File: config.mk
export PLATFORM = sky130hd
export DESIGN_NAME = ffca_ctrl
export DESIGN_NICKNAME = d
export VERILOG_FILES = /design/src/rtl/ffca_pkg.sv /design/src/rtl/ffca_ctrl.sv
export VERILOG_INCLUDE_DIRS = /design/src /design/src/rtl
export SDC_FILE = /design/constraint.sdc
export NUM_CORES = 1
export LEC_CHECK = 0
export ABC_CLOCK_PERIOD_IN_PS = 1900
export BUFFER_PORTS_ARGS = -buffer_cell sky130_fd_sc_hd__buf_2
export CAP_MARGIN = 30
export CORE_MARGIN = 2
export CORE_UTILIZATION = 47
export DETAILED_ROUTE_END_ITERATION = 6
export GPL_ROUTABILITY_DRIVEN = 0
export GPL_TIMING_DRIVEN = 1
export PLACE_DENSITY_LB_ADDON = 0.3
export SLEW_MARGIN = 20
export SYNTH_ARGS = -nofsm -noshare
export SYNTH_HDL_FRONTEND = slang
export SYNTH_SLANG_ARGS = --single-unit
File: constraint.sdc
create_clock -name clk -period 1.9 [get_ports clk]
set_clock_uncertainty 0.1 [all_clocks]
set_input_delay 0.38 -clock clk [delete_from_list [all_inputs] [get_ports clk]]
set_output_delay 0.38 -clock clk [all_outputs]
set_load 0.1 [all_outputs]
File: src/rtl/assert_macros.svh
// ----------------------------------------------------------------------------
// assert_macros.svh
// Assertion macros shared by the allocator RTL. Every macro samples on clk
// and is switched off while rst_n is low.
// ----------------------------------------------------------------------------
`ifndef ASSERT_MACROS_SVH
`define ASSERT_MACROS_SVH

// Check a property on every rising edge outside reset
`define ASSERT_CLK(lbl, prop, msg) \
    lbl: assert property (@(posedge clk) disable iff (!rst_n) (prop)) else $error(msg);

// Check that a condition never holds outside reset
`define ASSERT_NEVER(lbl, cond, msg) \
    `ASSERT_CLK(lbl, !(cond), msg)

`endif

File: src/rtl/ffca_pkg.sv
// ----------------------------------------------------------------------------
// ffca_pkg
// Types, codes and sizes shared by the free-chain allocator modules.
// ----------------------------------------------------------------------------
package ffca_pkg;

    // Link table size and derived widths
    localparam int MAX_BLOCKS = 4096;
    localparam int ADDR_W     = $clog2(MAX_BLOCKS);
    localparam int BLK_W      = 13;
    localparam int COUNT_W    = 13;
    localparam int RES_W      = 12;
    localparam int CFG_IDX_W  = 2;
    localparam int STEP_W     = (ADDR_W + 1 > COUNT_W) ? ADDR_W + 1 : COUNT_W;

    localparam logic [BLK_W-1:0]   END_MARK    = '1;
    localparam logic [COUNT_W-1:0] TOTAL_RESET = 13'd4096;

    typedef enum logic [1:0] {
        MODE_ALLOC   = 2'd0,
        MODE_RELEASE = 2'd1,
        MODE_FORMAT  = 2'd2,
        MODE_NONE    = 2'd3
    } mode_e;

    typedef enum logic [1:0] {
        STAT_OK     = 2'd0,
        STAT_NOFREE = 2'd1,
        STAT_RANGE  = 2'd2
    } status_e;

    typedef enum logic [CFG_IDX_W-1:0] {
        CFG_TOTAL    = 2'd0,
        CFG_RESERVED = 2'd1
    } cfg_idx_e;

    typedef enum logic [3:0] {
        ST_IDLE,
        ST_DECODE,
        ST_ALLOC_CHECK,
        ST_ALLOC_LINK,
        ST_REL_READ,
        ST_REL_LINK,
        ST_FMT_WRITE,
        ST_FINISH
    } state_e;

    // Datapath operations issued by the controller
    typedef enum logic [4:0] {
        OP_NONE,
        OP_LATCH,
        OP_ALLOC_ZERO,
        OP_ALLOC_FAIL,
        OP_START_WALK,
        OP_ALLOC_READ,
        OP_ALLOC_LAST,
        OP_ALLOC_NEXT,
        OP_REL_RANGE,
        OP_REL_EMPTY,
        OP_REL_READ,
        OP_REL_END_CUR,
        OP_REL_END_NXT,
        OP_REL_NEXT,
        OP_FMT_EMPTY,
        OP_FMT_START,
        OP_FMT_LAST,
        OP_FMT_NEXT,
        OP_MODE_NONE,
        OP_LOAD_OUT
    } dp_op_e;

    typedef struct packed {
        dp_op_e op;
    } dp_cmd_t;

    typedef struct packed {
        mode_e mode;
        logic  n_zero;
        logic  n_gt_count;
        logic  start_valid;
        logic  head_valid;
        logic  res_ge_total;
        logic  cur_valid;
        logic  last_step;
        logic  nxt_valid;
        logic  step_max;
        logic  fmt_last;
    } dp_stat_t;

endpackage

File: src/rtl/ffca_ctrl.sv
// ----------------------------------------------------------------------------
// ffca_ctrl
// Sequencer of the allocator: takes a request, steps the datapath through
// the chain walk or format sweep and hands the result to the output register.
// ----------------------------------------------------------------------------
`include "assert_macros.svh"

module ffca_ctrl (
    input  logic               clk,
    input  logic               rst_n,
    input  logic               req_valid,
    output logic               req_ready,
    output logic               rsp_valid,
    input  logic               rsp_ready,
    input  ffca_pkg::dp_stat_t stat,
    output ffca_pkg::dp_cmd_t  cmd
);
    import ffca_pkg::*;

    state_e state_reg;
    state_e state_next;
    logic   out_valid_reg;
    logic   out_valid_next;
    logic   out_free;

    assign out_free  = !out_valid_reg || rsp_ready;
    assign rsp_valid = out_valid_reg;

    // Hold state and output valid
    always_ff @(posedge clk or negedge rst_n)
    begin
        if (!rst_n)
        begin
            state_reg     <= ST_IDLE;
            out_valid_reg <= 1'b0;
        end
        else
        begin
            state_reg     <= state_next;
            out_valid_reg <= out_valid_next;
        end
    end

    // Load the output register on finish, drop it once the beat is taken
    always_comb
    begin
        out_valid_next = out_valid_reg;
        if (cmd.op == OP_LOAD_OUT)
        begin
            out_valid_next = 1'b1;
        end
        else if (rsp_ready)
        begin
            out_valid_next = 1'b0;
        end
    end

    // Next state
    always_comb
    begin
        state_next = state_reg;
        case (state_reg)
            ST_IDLE:
            begin
                if (req_valid)
                begin
                    state_next = ST_DECODE;
                end
            end
            ST_DECODE:
            begin
                case (stat.mode)
                    MODE_ALLOC:
                    begin
                        if (stat.n_zero || stat.n_gt_count)
                        begin
                            state_next = ST_FINISH;
                        end
                        else
                        begin
                            state_next = ST_ALLOC_CHECK;
                        end
                    end
                    MODE_RELEASE:
                    begin
                        if (!stat.start_valid || !stat.head_valid)
                        begin
                            state_next = ST_FINISH;
                        end
                        else
                        begin
                            state_next = ST_REL_READ;
                        end
                    end
                    MODE_FORMAT:
                    begin
                        if (stat.res_ge_total)
                        begin
                            state_next = ST_FINISH;
                        end
                        else
                        begin
                            state_next = ST_FMT_WRITE;
                        end
                    end
                    default:
                    begin
                        state_next = ST_FINISH;
                    end
                endcase
            end
            ST_ALLOC_CHECK:
            begin
                if (stat.cur_valid)
                begin
                    state_next = ST_ALLOC_LINK;
                end
                else
                begin
                    state_next = ST_FINISH;
                end
            end
            ST_ALLOC_LINK:
            begin
                if (stat.last_step)
                begin
                    state_next = ST_FINISH;
                end
                else
                begin
                    state_next = ST_ALLOC_CHECK;
                end
            end
            ST_REL_READ:
            begin
                state_next = ST_REL_LINK;
            end
            ST_REL_LINK:
            begin
                if (!stat.nxt_valid || stat.step_max)
                begin
                    state_next = ST_FINISH;
                end
                else
                begin
                    state_next = ST_REL_READ;
                end
            end
            ST_FMT_WRITE:
            begin
                if (stat.fmt_last)
                begin
                    state_next = ST_FINISH;
                end
            end
            ST_FINISH:
            begin
                if (out_free)
                begin
                    state_next = ST_IDLE;
                end
            end
            default:
            begin
                state_next = ST_IDLE;
            end
        endcase
    end

    // Outputs: request ready and datapath command
    always_comb
    begin
        req_ready = 1'b0;
        cmd.op    = OP_NONE;
        case (state_reg)
            ST_IDLE:
            begin
                req_ready = 1'b1;
                if (req_valid)
                begin
                    cmd.op = OP_LATCH;
                end
            end
            ST_DECODE:
            begin
                case (stat.mode)
                    MODE_ALLOC:
                    begin
                        if (stat.n_zero)
                        begin
                            cmd.op = OP_ALLOC_ZERO;
                        end
                        else if (stat.n_gt_count)
                        begin
                            cmd.op = OP_ALLOC_FAIL;
                        end
                        else
                        begin
                            cmd.op = OP_START_WALK;
                        end
                    end
                    MODE_RELEASE:
                    begin
                        if (!stat.start_valid)
                        begin
                            cmd.op = OP_REL_RANGE;
                        end
                        else if (!stat.head_valid)
                        begin
                            cmd.op = OP_REL_EMPTY;
                        end
                        else
                        begin
                            cmd.op = OP_START_WALK;
                        end
                    end
                    MODE_FORMAT:
                    begin
                        if (stat.res_ge_total)
                        begin
                            cmd.op = OP_FMT_EMPTY;
                        end
                        else
                        begin
                            cmd.op = OP_FMT_START;
                        end
                    end
                    default:
                    begin
                        cmd.op = OP_MODE_NONE;
                    end
                endcase
            end
            ST_ALLOC_CHECK:
            begin
                cmd.op = stat.cur_valid ? OP_ALLOC_READ : OP_ALLOC_FAIL;
            end
            ST_ALLOC_LINK:
            begin
                cmd.op = stat.last_step ? OP_ALLOC_LAST : OP_ALLOC_NEXT;
            end
            ST_REL_READ:
            begin
                cmd.op = OP_REL_READ;
            end
            ST_REL_LINK:
            begin
                if (!stat.nxt_valid)
                begin
                    cmd.op = OP_REL_END_CUR;
                end
                else if (stat.step_max)
                begin
                    cmd.op = OP_REL_END_NXT;
                end
                else
                begin
                    cmd.op = OP_REL_NEXT;
                end
            end
            ST_FMT_WRITE:
            begin
                cmd.op = stat.fmt_last ? OP_FMT_LAST : OP_FMT_NEXT;
            end
            ST_FINISH:
            begin
                if (out_free)
                begin
                    cmd.op = OP_LOAD_OUT;
                end
            end
            default:
            begin
                cmd.op = OP_NONE;
            end
        endcase
    end

    // Checks
    `ASSERT_CLK(a_accept_decodes, (req_valid && req_ready) |=> (state_reg == ST_DECODE),
        "accepted request did not move to decode")
    `ASSERT_CLK(a_finish_shows, (state_reg == ST_FINISH && out_free) |=> rsp_valid,
        "finished result not presented")
    `ASSERT_NEVER(a_idle_with_load, (cmd.op == OP_LOAD_OUT) && !out_free,
        "output register overwritten before its beat was taken")

endmodule

==> results of run 1 <==
==> per-stage QoR <==
stage               cell area (µm²)  setup slack, ns
floorplan                       647           -0.685
global placement                902           -0.136
detailed placement              902           -0.245
==> cell usage after synthesis (2+ instances only) <==
library cell and count:
a21oi_1 5, buf_2 3, buf_6 2, dfrtp_1 4, ha_1 4, inv_1 6
nand2_1 11, nand2b_1 2, nand3_1 3, nand3b_1 5, nand4_1 4, nor2_1 5
o211ai_1 2, o21ai_0 6, o311ai_1 3
==> logic make-up after synthesis <==
| kind of cell | Yosys count |
|---|---|
| simple gates | 36 |
| fa+ha+maj | 4 |
| mux | 2 |
| buf+inv | 13 |
| flops | 4 |
| compound gates | 23 |
==> impl_metrics.json, run 1 <==
{
  "ys_seq_elements": 4,
  "synthCells": 82,
  "synthTopCellsByArea": "dfrtp_1 16%, ha_1 8.2%, nand2_1 6.8%",
  "synth_area_um2": 609,
  "clock-sinks": 4,
  "row_count": 12,
  "synth_xor_xnor_area_share_pct": 0,
  "h-tree-depth": 1,
  "postCtsResizedCells": 38,
  "synth_mux_area_share_pct": 4.11,
  "haltStage": "4_1_cts",
  "synthArstFlopShare_pct": 100,
  "synthesis.nets": 102,
  "postCtsSetupRepairBufs": 13,
  "synth_top_family_by_area": "simple AND/OR/NAND/NOR gates",
  "ios": 23,
  "synth_top_area_cell": "dfrtp_1",
  "outcome": "stopped before the end",
  "die_x_um": 40.0,
  "portBuffers": 22,
  "netlist.area_leader.share_pct": 16.4,
  "synth_compound_area_share_pct": 26.1,
  "synth-main-ff-cell": "dfrtp_1",
  "synth.distinct_cells": 32,
  "synth.avg_cell_area_um2": 7.43,
  "synth-simple-area-share_pct": 33.5,
  "ys_seq_area_share_pct": 16.4,
  "ctsLongestPathBuffers": 2,
  "synthAdderAreaFrac_pct": 8.21,
  "ys_warn_count": 0,
  "synth_edf_count": 0,
  "clock-root-buffer": "clkbuf_4",
  "cts_made_buffers": 3,
  "placed_cells": 125,
  "dp_hpwl_mm": 1.47,
  "ctsHoldBuffers": 1,
  "start_util_pct": 52.7,
  "stop_error": "[ERROR DPL-0038] Utilization greater than 100%, impossible to legalize",
  "die_y_um": 40.0
}
==> inputs of run 2 (changes only) <==
Settings changed: CORE_AREA set to 2 2 63 65, CORE_MARGIN 2 to unset, CORE_UTILIZATION 47 to unset, DIE_AREA set to 0 0 65 67, PLACE_DENSITY_LB_ADDON 0.3 to 0.15.
==> run 2 against run 1 <==
The flow now finishes, with violations (setup timing). Synthesized cell count unchanged. Area after synthesis unchanged.
==> impl_metrics.json, run 2 <==
{
  "viasPerCell": 4.37,
  "rr_worst_depth": 6,
  "cp-end-kind": "primary output",
  "ys_seq_elements": 4,
  "synth_top_family_by_area": "simple AND/OR/NAND/NOR gates",
  "outcome": "complete, but fails checks",
  "worstSkewPairLatency_ns": 0.22,
  "row_count": 22,
  "tightest_slew_ns": 0.483,
  "crit_required_ns": 1.42,
  "power.leakage_nw": 0.531,
  "synth-main-ff-cell": "dfrtp_1",
  "hold_class": "in -> async",
  "synth.distinct_cells": 32,
  "clk_pin_slew_ns": 0.03,
  "violations": "setup timing",
  "ios": 23,
  "largest_reg_flops": 3,
  "nets": 147,
  "hold_viol_final": 0,
  "fmaxAchievable_mhz": 517,
  "ant_nets": 0,
  "synthAdderAreaFrac_pct": 8.21,
  "cp-startpoint": "stat[10]",
  "grt_pass1_vias": 774,
  "cts_tree": "done",
  "ctsLongestPathBuffers": 2,
  "diodes": 0,
  "core_mm2": 0.00361,
  "synth_area_um2": 609,
  "h-tree-depth": 1,
  "die_x_um": 65,
  "setup_viol": 2,
  "dpl_cell_area_um2": 945,
  "antenna_found_initial": 0,
  "crit_end": "cmd[2]",
  "crit_path_start_kind": "input port",
  "clock-sinks": 4,
  "r2r_slack_ns": 0.48,
  "die_y_um": 67,
  "dpl_worst_slack_ns": -0.220,
  "cts_made_buffers": 3,
  "tns_ns": -0.0389,
  "portBuffers": 22,
  "clock-root-buffer": "clkbuf_8",
  "critical_path_class": "in -> out",
  "layout-area-overhead-vs-synth_pct": 105,
  "final_cell_mix": "17 x buf_4, 15 x buf_2, 11 x nand2_1",
  "drc": 0,
  "drive_gt1_share_pct": 59.5,
  "synth_xor_xnor_area_share_pct": 0,
  "final_common_cell": "buf_4",
  "setup_slack_ns": -0.0343,
  "slew_headroom_pct": 68.0,
  "initialDrtViolationCount": 16,
  "synth_top_area_cell": "dfrtp_1",
  "vias": 760,
  "cpMaxStageDelayCell": "o311ai_2",
  "post_drt_wl_per_cell_um": 12.3,
  "grtUsageTotal_pct": 10.1,
  "synth_compound_area_share_pct": 26.1,
  "synth_mux_area_share_pct": 4.11,
  "synthesis.nets": 102,
  "grt_pass1_wl_mm": 3.42,
  "cp.arrival_ns": 1.45,
  "synth.avg_cell_area_um2": 7.43,
  "synthCells": 82,
  "grt-ovfl-total": 0,
  "synthTopCellsByArea": "dfrtp_1 16%, ha_1 8.2%, nand2_1 6.8%",
  "maxCapViolCount": 0,
  "period_share_pct": 102,
  "path_max_fanout": 4,
  "synthArstFlopShare_pct": 100,
  "netlist.area_leader.share_pct": 16.4,
  "path_cells": "buf_8, inv_8, ha_4, inv_1, o311ai_2, nand3b_1, o311ai_4, buf_12",
  "grt_max_degree": 19,
  "final_design_area_no_fill_mm2": 0.00125,
  "synth_edf_count": 0,
  "rsz0062_at_grt": "yes",
  "synth-simple-area-share_pct": 33.5,
  "rr_endpoint": "state_reg[0]$_DFFE_PN0P_",
  "post-synth-top-count-cell": "nand2_1",
  "power_density_mw_per_mm2": 1920,
  "drv_slew": 0,
  "ys_warn_count": 0,
  "p_total_mw": 2.39,
  "slowest_delay_ns": 0.23,
  "wirelength_mm": 2.14,
  "ys_seq_area_share_pct": 16.4,
  "die-area_mm2": 0.00436,
  "placed_cells": 159,
  "dp_hpwl_mm": 1.50,
  "r2r-start": "state_reg[0]$_DFFE_PN0P_",
  "first_pass_iters": 4,
  "instances_no_fill": 174,
  "synthTopCellsByCount": "11 x nand2_1, 6 x inv_1, 6 x o21ai_0",
  "period_needed_ns": 1.93,
  "start_util_pct": 16.9,
  "ir_worst_vdd_mv": 1.21
}
-- run 2: worst max-delay path, delay by kind of cell --
kind	cells	cell delay [ns]
buf+inv	4	0.45
compound gates	2	0.34
simple gates	1	0.16
fa+ha+maj	1	0.13
-- run 2: worst min path at each step --
stage	startpoint	to	slack (ns)	depth (start not counted)
3_3_place_gp	rst_n	state_reg[2]$_DFFE_PN0P_	0.09	1
3_5_place_dp	rst_n	rsp_valid$_DFFE_PN0P_	0.09	1
2_1_floorplan	rst_n	state_reg[0]$_DFFE_PN0P_	-0.02	0
5_1_grt	rst_n	rsp_valid$_DFFE_PN0P_	0.41	2
6_report	rst_n	rsp_valid$_DFFE_PN0P_	0.40	2
4_1_cts	rst_n	rsp_valid$_DFFE_PN0P_	0.39	2
-- run 2: final cells by class --
class                           count  area, µm²
Multi-Input combinational cell     65        564
Fill cell                         394       2360
Timing Repair Buffer               46        428
Inverter                            7       43.8
Clock buffer                        4       45.0
Sequential cell                     4        105
Tap cell                           48       60.1
-- run 2: logic make-up after synthesis --
| logic type | after synthesis |
|---|---|
| flip-flops | 4 |
| adder cells (fa/ha/maj) | 4 |
| AO/OA/AOI/OAI | 23 |
| buffers and inverters | 13 |
| multiplexers | 2 |
| AND/OR/NAND/NOR | 36 |
-- run 2: routing by layer --
layer,share of wire [%],routed length [µm],vias to the layer above,global-route usage (%)
li1,-,-,385,-
met1,43,915,346,12.4
met2,50,1080,27,17.7
met3,5.9,126,2,1.86
met4,0.98,21,0,3.19
met5,0,0,-,0
-- run 2: power by group --
part           switching [mW]  internal, mW  total, mW
registers              0.0454         0.138      0.184
logic                    1.21         0.802       2.02
clock network          0.0442         0.143      0.188
total                    1.30          1.08       2.39
-- run 2: repair_timing --
action,CTS,global route
pin swaps,9,9
hold buffers,1,0
resized for setup,32,13
setup buffers,6,3
hold endpoints to repair,4,0
setup endpoints to repair,5,6
cloned,0,1
-- run 2: metrics by stage --
step | hold slack, ns | utilization, %
6_report | 0.395 | 34.6
3_5_place_dp | 0.0926 | 26.2
2_1_floorplan | -0.0156 | -
5_1_grt | 0.407 | 34.6
4_1_cts | 0.392 | 32.4
3_3_place_gp | 0.0911 | 26.2
Note: power is estimated with default switching activity, not from simulation.
==> inputs of run 3 (changes only) <==
Settings changed: HOLD_SLACK_MARGIN set to 0.06, PLACE_DENSITY set to 0.31, PLACE_DENSITY_LB_ADDON 0.15 to unset.
==> run 3 against run 2 <==
The run still ends with setup timing left. Final cell count shrank 1.1%. Sequential cell count did not move. Setup slack better by 0.0028 ns. Clock power rose by 2%. Core utilization grew 0.42 points. Die area did not move. Power shrank 0.89%. Routed wire length fell by 3.1%. Sequential share of layout area fell by 0.10 points. Global-route usage is 0.37 points higher. Critical endpoint unchanged.
==> impl_metrics.json, run 3 (synthesis results as in run 2) <==
{
  "final_cell_mix": "15 x buf_4, 14 x buf_2, 10 x nand2_1",
  "path_cells": "buf_12, inv_8, ha_4, inv_2, o311ai_4, nand3b_1, o311ai_4, buf_12",
  "crit_required_ns": 1.42,
  "post_drt_wl_per_cell_um": 12.0,
  "outcome": "complete, but fails checks",
  "drc": 0,
  "r2r-start": "rsp_valid$_DFFE_PN0P_",
  "core_mm2": 0.00361,
  "grt_pass1_vias": 788,
  "placed_cells": 161,
  "r2r_slack_ns": 0.42,
  "cp-end-kind": "primary output",
  "h-tree-depth": 1,
  "cp.arrival_ns": 1.45,
  "slew_headroom_pct": 68.1,
  "cpMaxStageDelayCell": "o311ai_4",
  "die_x_um": 65,
  "maxCapViolCount": 0,
  "tightest_slew_ns": 0.482,
  "grt_max_degree": 19,
  "fin_util_pct": 35.0,
  "hold_viol_final": 0,
  "dpl_cell_area_um2": 972,
  "viasPerCell": 4.46,
  "clock-sinks": 4,
  "violations": "setup timing",
  "wirelength_mm": 2.07,
  "fmaxAchievable_mhz": 518,
  "final_design_area_no_fill_mm2": 0.00126,
  "ant_nets": 0,
  "largest_reg_flops": 3,
  "instances_no_fill": 172,
  "ctsLongestPathBuffers": 2,
  "diodes": 0,
  "power.leakage_nw": 0.534,
  "period_share_pct": 102,
  "grt-ovfl-total": 0,
  "start_util_pct": 16.9,
  "die_y_um": 67,
  "drive_gt1_share_pct": 61.3,
  "ir_worst_vdd_mv": 1.05,
  "clk_pin_slew_ns": 0.04,
  "dp_hpwl_mm": 1.55,
  "crit_path_start_kind": "input port",
  "path_max_fanout": 4,
  "row_count": 22,
  "grtUsageTotal_pct": 10.4,
  "ios": 23,
  "rsz0062_at_grt": "yes",
  "nets": 145,
  "rr_endpoint": "state_reg[2]$_DFFE_PN0P_",
  "period_needed_ns": 1.93,
  "initialDrtViolationCount": 20,
  "hold_class": "in -> async",
  "portBuffers": 22,
  "slowest_delay_ns": 0.21,
  "antenna_found_initial": 0,
  "rr_worst_depth": 5,
  "drv_slew": 0,
  "grt_pass1_wl_mm": 3.57,
  "final_common_cell": "buf_4",
  "cp-startpoint": "stat[10]",
  "fillers": 360,
  "cts_tree": "done",
  "multi_input_area_um2": 581,
  "layout-area-overhead-vs-synth_pct": 107,
  "worstSkewPairLatency_ns": 0.22,
  "setup_viol": 3,
  "regArea_um2": 105,
  "critical_path_class": "in -> out",
  "power_density_mw_per_mm2": 1880,
  "setup_slack_ns": -0.0315,
  "cts_made_buffers": 3,
  "clock-root-buffer": "clkbuf_8",
  "vias": 767,
  "die-area_mm2": 0.00436,
  "first_pass_iters": 4
}
==> run 3: critical path: cells and delay by family <==
family                     cells  cell delay (ns)
buffers and inverters          4             0.42
AOI/OAI and AO/OA              2             0.32
and+or+nand+nor                1             0.18
adders and majority gates      1             0.13
==> run 3: metal layers <==
| metal | global-route usage, % | wire length, µm | vias to the layer above |
|---|---|---|---|
| li1 | - | - | 383 |
| met1 | 13.5 | 965 | 372 |
| met2 | 18.2 | 1040 | 12 |
| met3 | 2.03 | 65 | 0 |
| met4 | 1.60 | 0 | 0 |
| met5 | 0 | 0 | - |
==> run 3: cell type report <==
class / count / share of cell area [%]
flip-flops and latches: 4 / 8.33
multi-input cells: 65 / 46.0
repair buffers: 44 / 34.0
clock buffers: 4 / 3.57
well taps: 48 / 4.76
inverters: 7 / 3.27
==> run 3: timing repair <==
item,in CTS,in global routing
hold buffers,1,0
hold endpoints to repair,4,0
pin swaps,8,4
gates resized for setup,41,7
cloned,0,0
endpoints found under the setup margin,5,5
buffers inserted,6,0
==> run 3: worst max path at each step <==
stage	end	slack, ns
finish	cmd[2]	-0.03
global route	cmd[0]	-0.08
CTS	cmd[2]	-0.03
detailed placement	cmd[2]	-0.20
global placement	cmd[2]	-0.19
floorplan	cmd[1]	-0.68
==> run 3: where the power goes <==
part | switching, mW | internal (mW)
clock network | 0.0484 | 0.144
registers | 0.0500 | 0.138
logic | 1.20 | 0.788
total | 1.30 | 1.07
==> run 3: stage by stage <==
stage	setup WS, ns	setup TNS [ns]	total power [mW]	hold WS [ns]
global placement	-0.189	-0.647	2.00	0.0878
floorplan	-0.685	-2.53	1.43	-0.0156
finish	-0.0315	-0.0521	2.37	0.392
CTS	-0.0267	-0.0647	2.34	0.400
global route	-0.0832	-0.264	2.48	0.403
detailed placement	-0.203	-0.652	1.98	0.0858
==> inputs of run 4 (changes only) <==
Settings changed: PLACE_DENSITY 0.31 to 0.47.
==> run 4 against run 3 <==
The run still ends with setup timing left. Sequential power fell by 7%. Largest power group unchanged. First-iteration DRC count fell by 35%. Clock power fell by 3%. Design area fell by 2.7%. Combinational power fell by 5%. Sequential cell count did not move.
==> impl_metrics.json, run 4 (synthesis results as in run 2) <==
{
  "tightest_slew_ns": 0.485,
  "grt_pass1_vias": 758,
  "largest_reg_flops": 3,
  "slew_headroom_pct": 67.9,
  "rsz0062_at_grt": "yes",
  "setup_slack_ns": -0.0391,
  "fmaxAchievable_mhz": 516,
  "path_max_fanout": 4,
  "layout-area-overhead-vs-synth_pct": 101,
  "h-tree-depth": 1,
  "core_mm2": 0.00361,
  "final_common_cell": "buf_4",
  "cts_made_buffers": 3,
  "hold_viol_final": 0,
  "vias": 788,
  "final_design_area_no_fill_mm2": 0.00123,
  "r2r-start": "state_reg[2]$_DFFE_PN0P_",
  "clock-root-buffer": "clkbuf_8",
  "start_util_pct": 16.9,
  "p_total_mw": 2.26,
  "drive_gt1_share_pct": 60.3,
  "rr_worst_depth": 6,
  "ant_nets": 0,
  "grt_max_degree": 16,
  "dp_hpwl_mm": 1.46,
  "crit_path_frequent_cell": "o311ai_2",
  "portBuffers": 22,
  "wirelength_mm": 2.14,
  "comb_power_share_pct": 84.1,
  "swShare_pct": 55.9,
  "slowest_delay_ns": 0.26,
  "post_drt_wl_per_cell_um": 12.3,
  "clockPowerShare_pct": 8.2,
  "die_y_um": 67,
  "crit_required_ns": 1.42,
  "cp-end-kind": "primary output",
  "setup_viol": 4,
  "row_count": 22,
  "clk_pin_slew_ns": 0.03,
  "fillers": 368,
  "violations": "setup timing",
  "period_needed_ns": 1.94,
  "power_frac_seq_pct": 7.7,
  "rr_endpoint": "state_reg[1]$_DFFE_PN0P_",
  "nets": 147,
  "grt-ovfl-total": 0,
  "worstSkewPairLatency_ns": 0.22,
  "diodes": 0,
  "ir_worst_vdd_mv": 1.02,
  "maxCapViolCount": 0,
  "path_cells": "buf_12, inv_8, ha_4, inv_2, o311ai_2, nand3b_1, o311ai_2, clkbuf_16",
  "initialDrtViolationCount": 13,
  "grt_pass1_wl_mm": 3.44,
  "ctsLongestPathBuffers": 2,
  "drc": 0,
  "hold_class": "in -> async",
  "drv_slew": 0,
  "crit_path_start_kind": "input port",
  "grtUsageTotal_pct": 10.3,
  "dpl_cell_area_um2": 940,
  "critical_path_class": "in -> out",
  "r2r_slack_ns": 0.42,
  "ios": 23,
  "final_cell_mix": "18 x buf_4, 14 x buf_2, 10 x nand2_1",
  "p_int_uw": 997,
  "die_x_um": 65,
  "cts_tree": "done",
  "clock-sinks": 4,
  "cp.arrival_ns": 1.46,
  "cpMaxStageDelayCell": "clkbuf_16",
  "power_density_mw_per_mm2": 1840,
  "first_pass_iters": 4,
  "period_share_pct": 102,
  "die-area_mm2": 0.00436,
  "power.leakage_nw": 0.526,
  "antenna_found_initial": 0,
  "outcome": "complete, but fails checks",
  "p_sw_mw": 1.26,
  "viasPerCell": 4.53
}
## run 4: metal layers
| metal | track usage (%) | part of all wire, % | vias to the layer above |
|---|---|---|---|
| li1 | - | - | 386 |
| met2 | 18.8 | 56 | 32 |
| met5 | 0 | 0 | - |
| met1 | 12.2 | 39 | 370 |
| met3 | 1.69 | 5.2 | 0 |
| met4 | 3.19 | 0 | 0 |
## run 4: power groups by stage
stage	registers (mW)	logic (mW)	clock network [mW]
3_5_place_dp	0.166	1.75	0
2_1_floorplan	0.223	1.21	0
5_1_grt	0.179	2.00	0.202
4_1_cts	0.169	1.85	0.191
3_3_place_gp	0.167	1.74	0
6_report	0.174	1.90	0.186
## run 4: how the worst max path moves through the flow
| stage | startpoint | to | slack, ns | depth (start not counted) |
|---|---|---|---|---|
| finish | stat[10] | cmd[2] | -0.04 | 8 |
| global route | stat[10] | cmd[2] | -0.09 | 8 |
| CTS | stat[11] | cmd[3] | -0.07 | 8 |
| detailed placement | stat[11] | cmd[3] | -0.18 | 8 |
| global placement | stat[10] | cmd[2] | -0.15 | 8 |
| floorplan | state_reg[2]$_DFFE_PN0P_ | cmd[1] | -0.68 | 4 |
## run 4: layout make-up
| cell class | instances | area, µm² | area share (%) |
|---|---|---|---|
| tap | 48 | 60.1 | 4.89 |
| multi-input combinational | 65 | 546 | 44.4 |
| sequential | 4 | 104 | 8.46 |
| inverter | 7 | 41.3 | 3.36 |
| clock buffer | 4 | 45.0 | 3.67 |
| timing repair buffer | 46 | 432 | 35.2 |
## run 4: repair_timing
item,CTS,global route
setup endpoints to repair,5,5
setup buffers,5,4
pin swaps,9,8
hold buffers,1,0
endpoints found under the hold margin,4,0
cloned,0,0
gates resized for setup,30,11
## run 4: critical path: cells and delay by family
family	cells	cell delay (ns)
buf+inv	4	0.46
compound gates	2	0.34
fa+ha+maj	1	0.13
simple gates	1	0.13
## run 4: through the flow
| stage | instances | setup TNS (ns) | setup WS (ns) | hold slack [ns] | util (%) |
|---|---|---|---|---|---|
| 2_1_floorplan | 82 | -2.53 | -0.685 | -0.0156 | - |
| 3_3_place_gp | 160 | -0.523 | -0.152 | 0.0880 | 26.1 |
| 3_5_place_dp | 160 | -0.608 | -0.179 | 0.0863 | 26.1 |
| 4_1_cts | 170 | -0.111 | -0.0730 | 0.412 | 31.7 |
| 5_1_grt | 174 | -0.315 | -0.0898 | 0.424 | 34.0 |
| 6_report | 174 | -0.106 | -0.0391 | 0.406 | 34.0 |
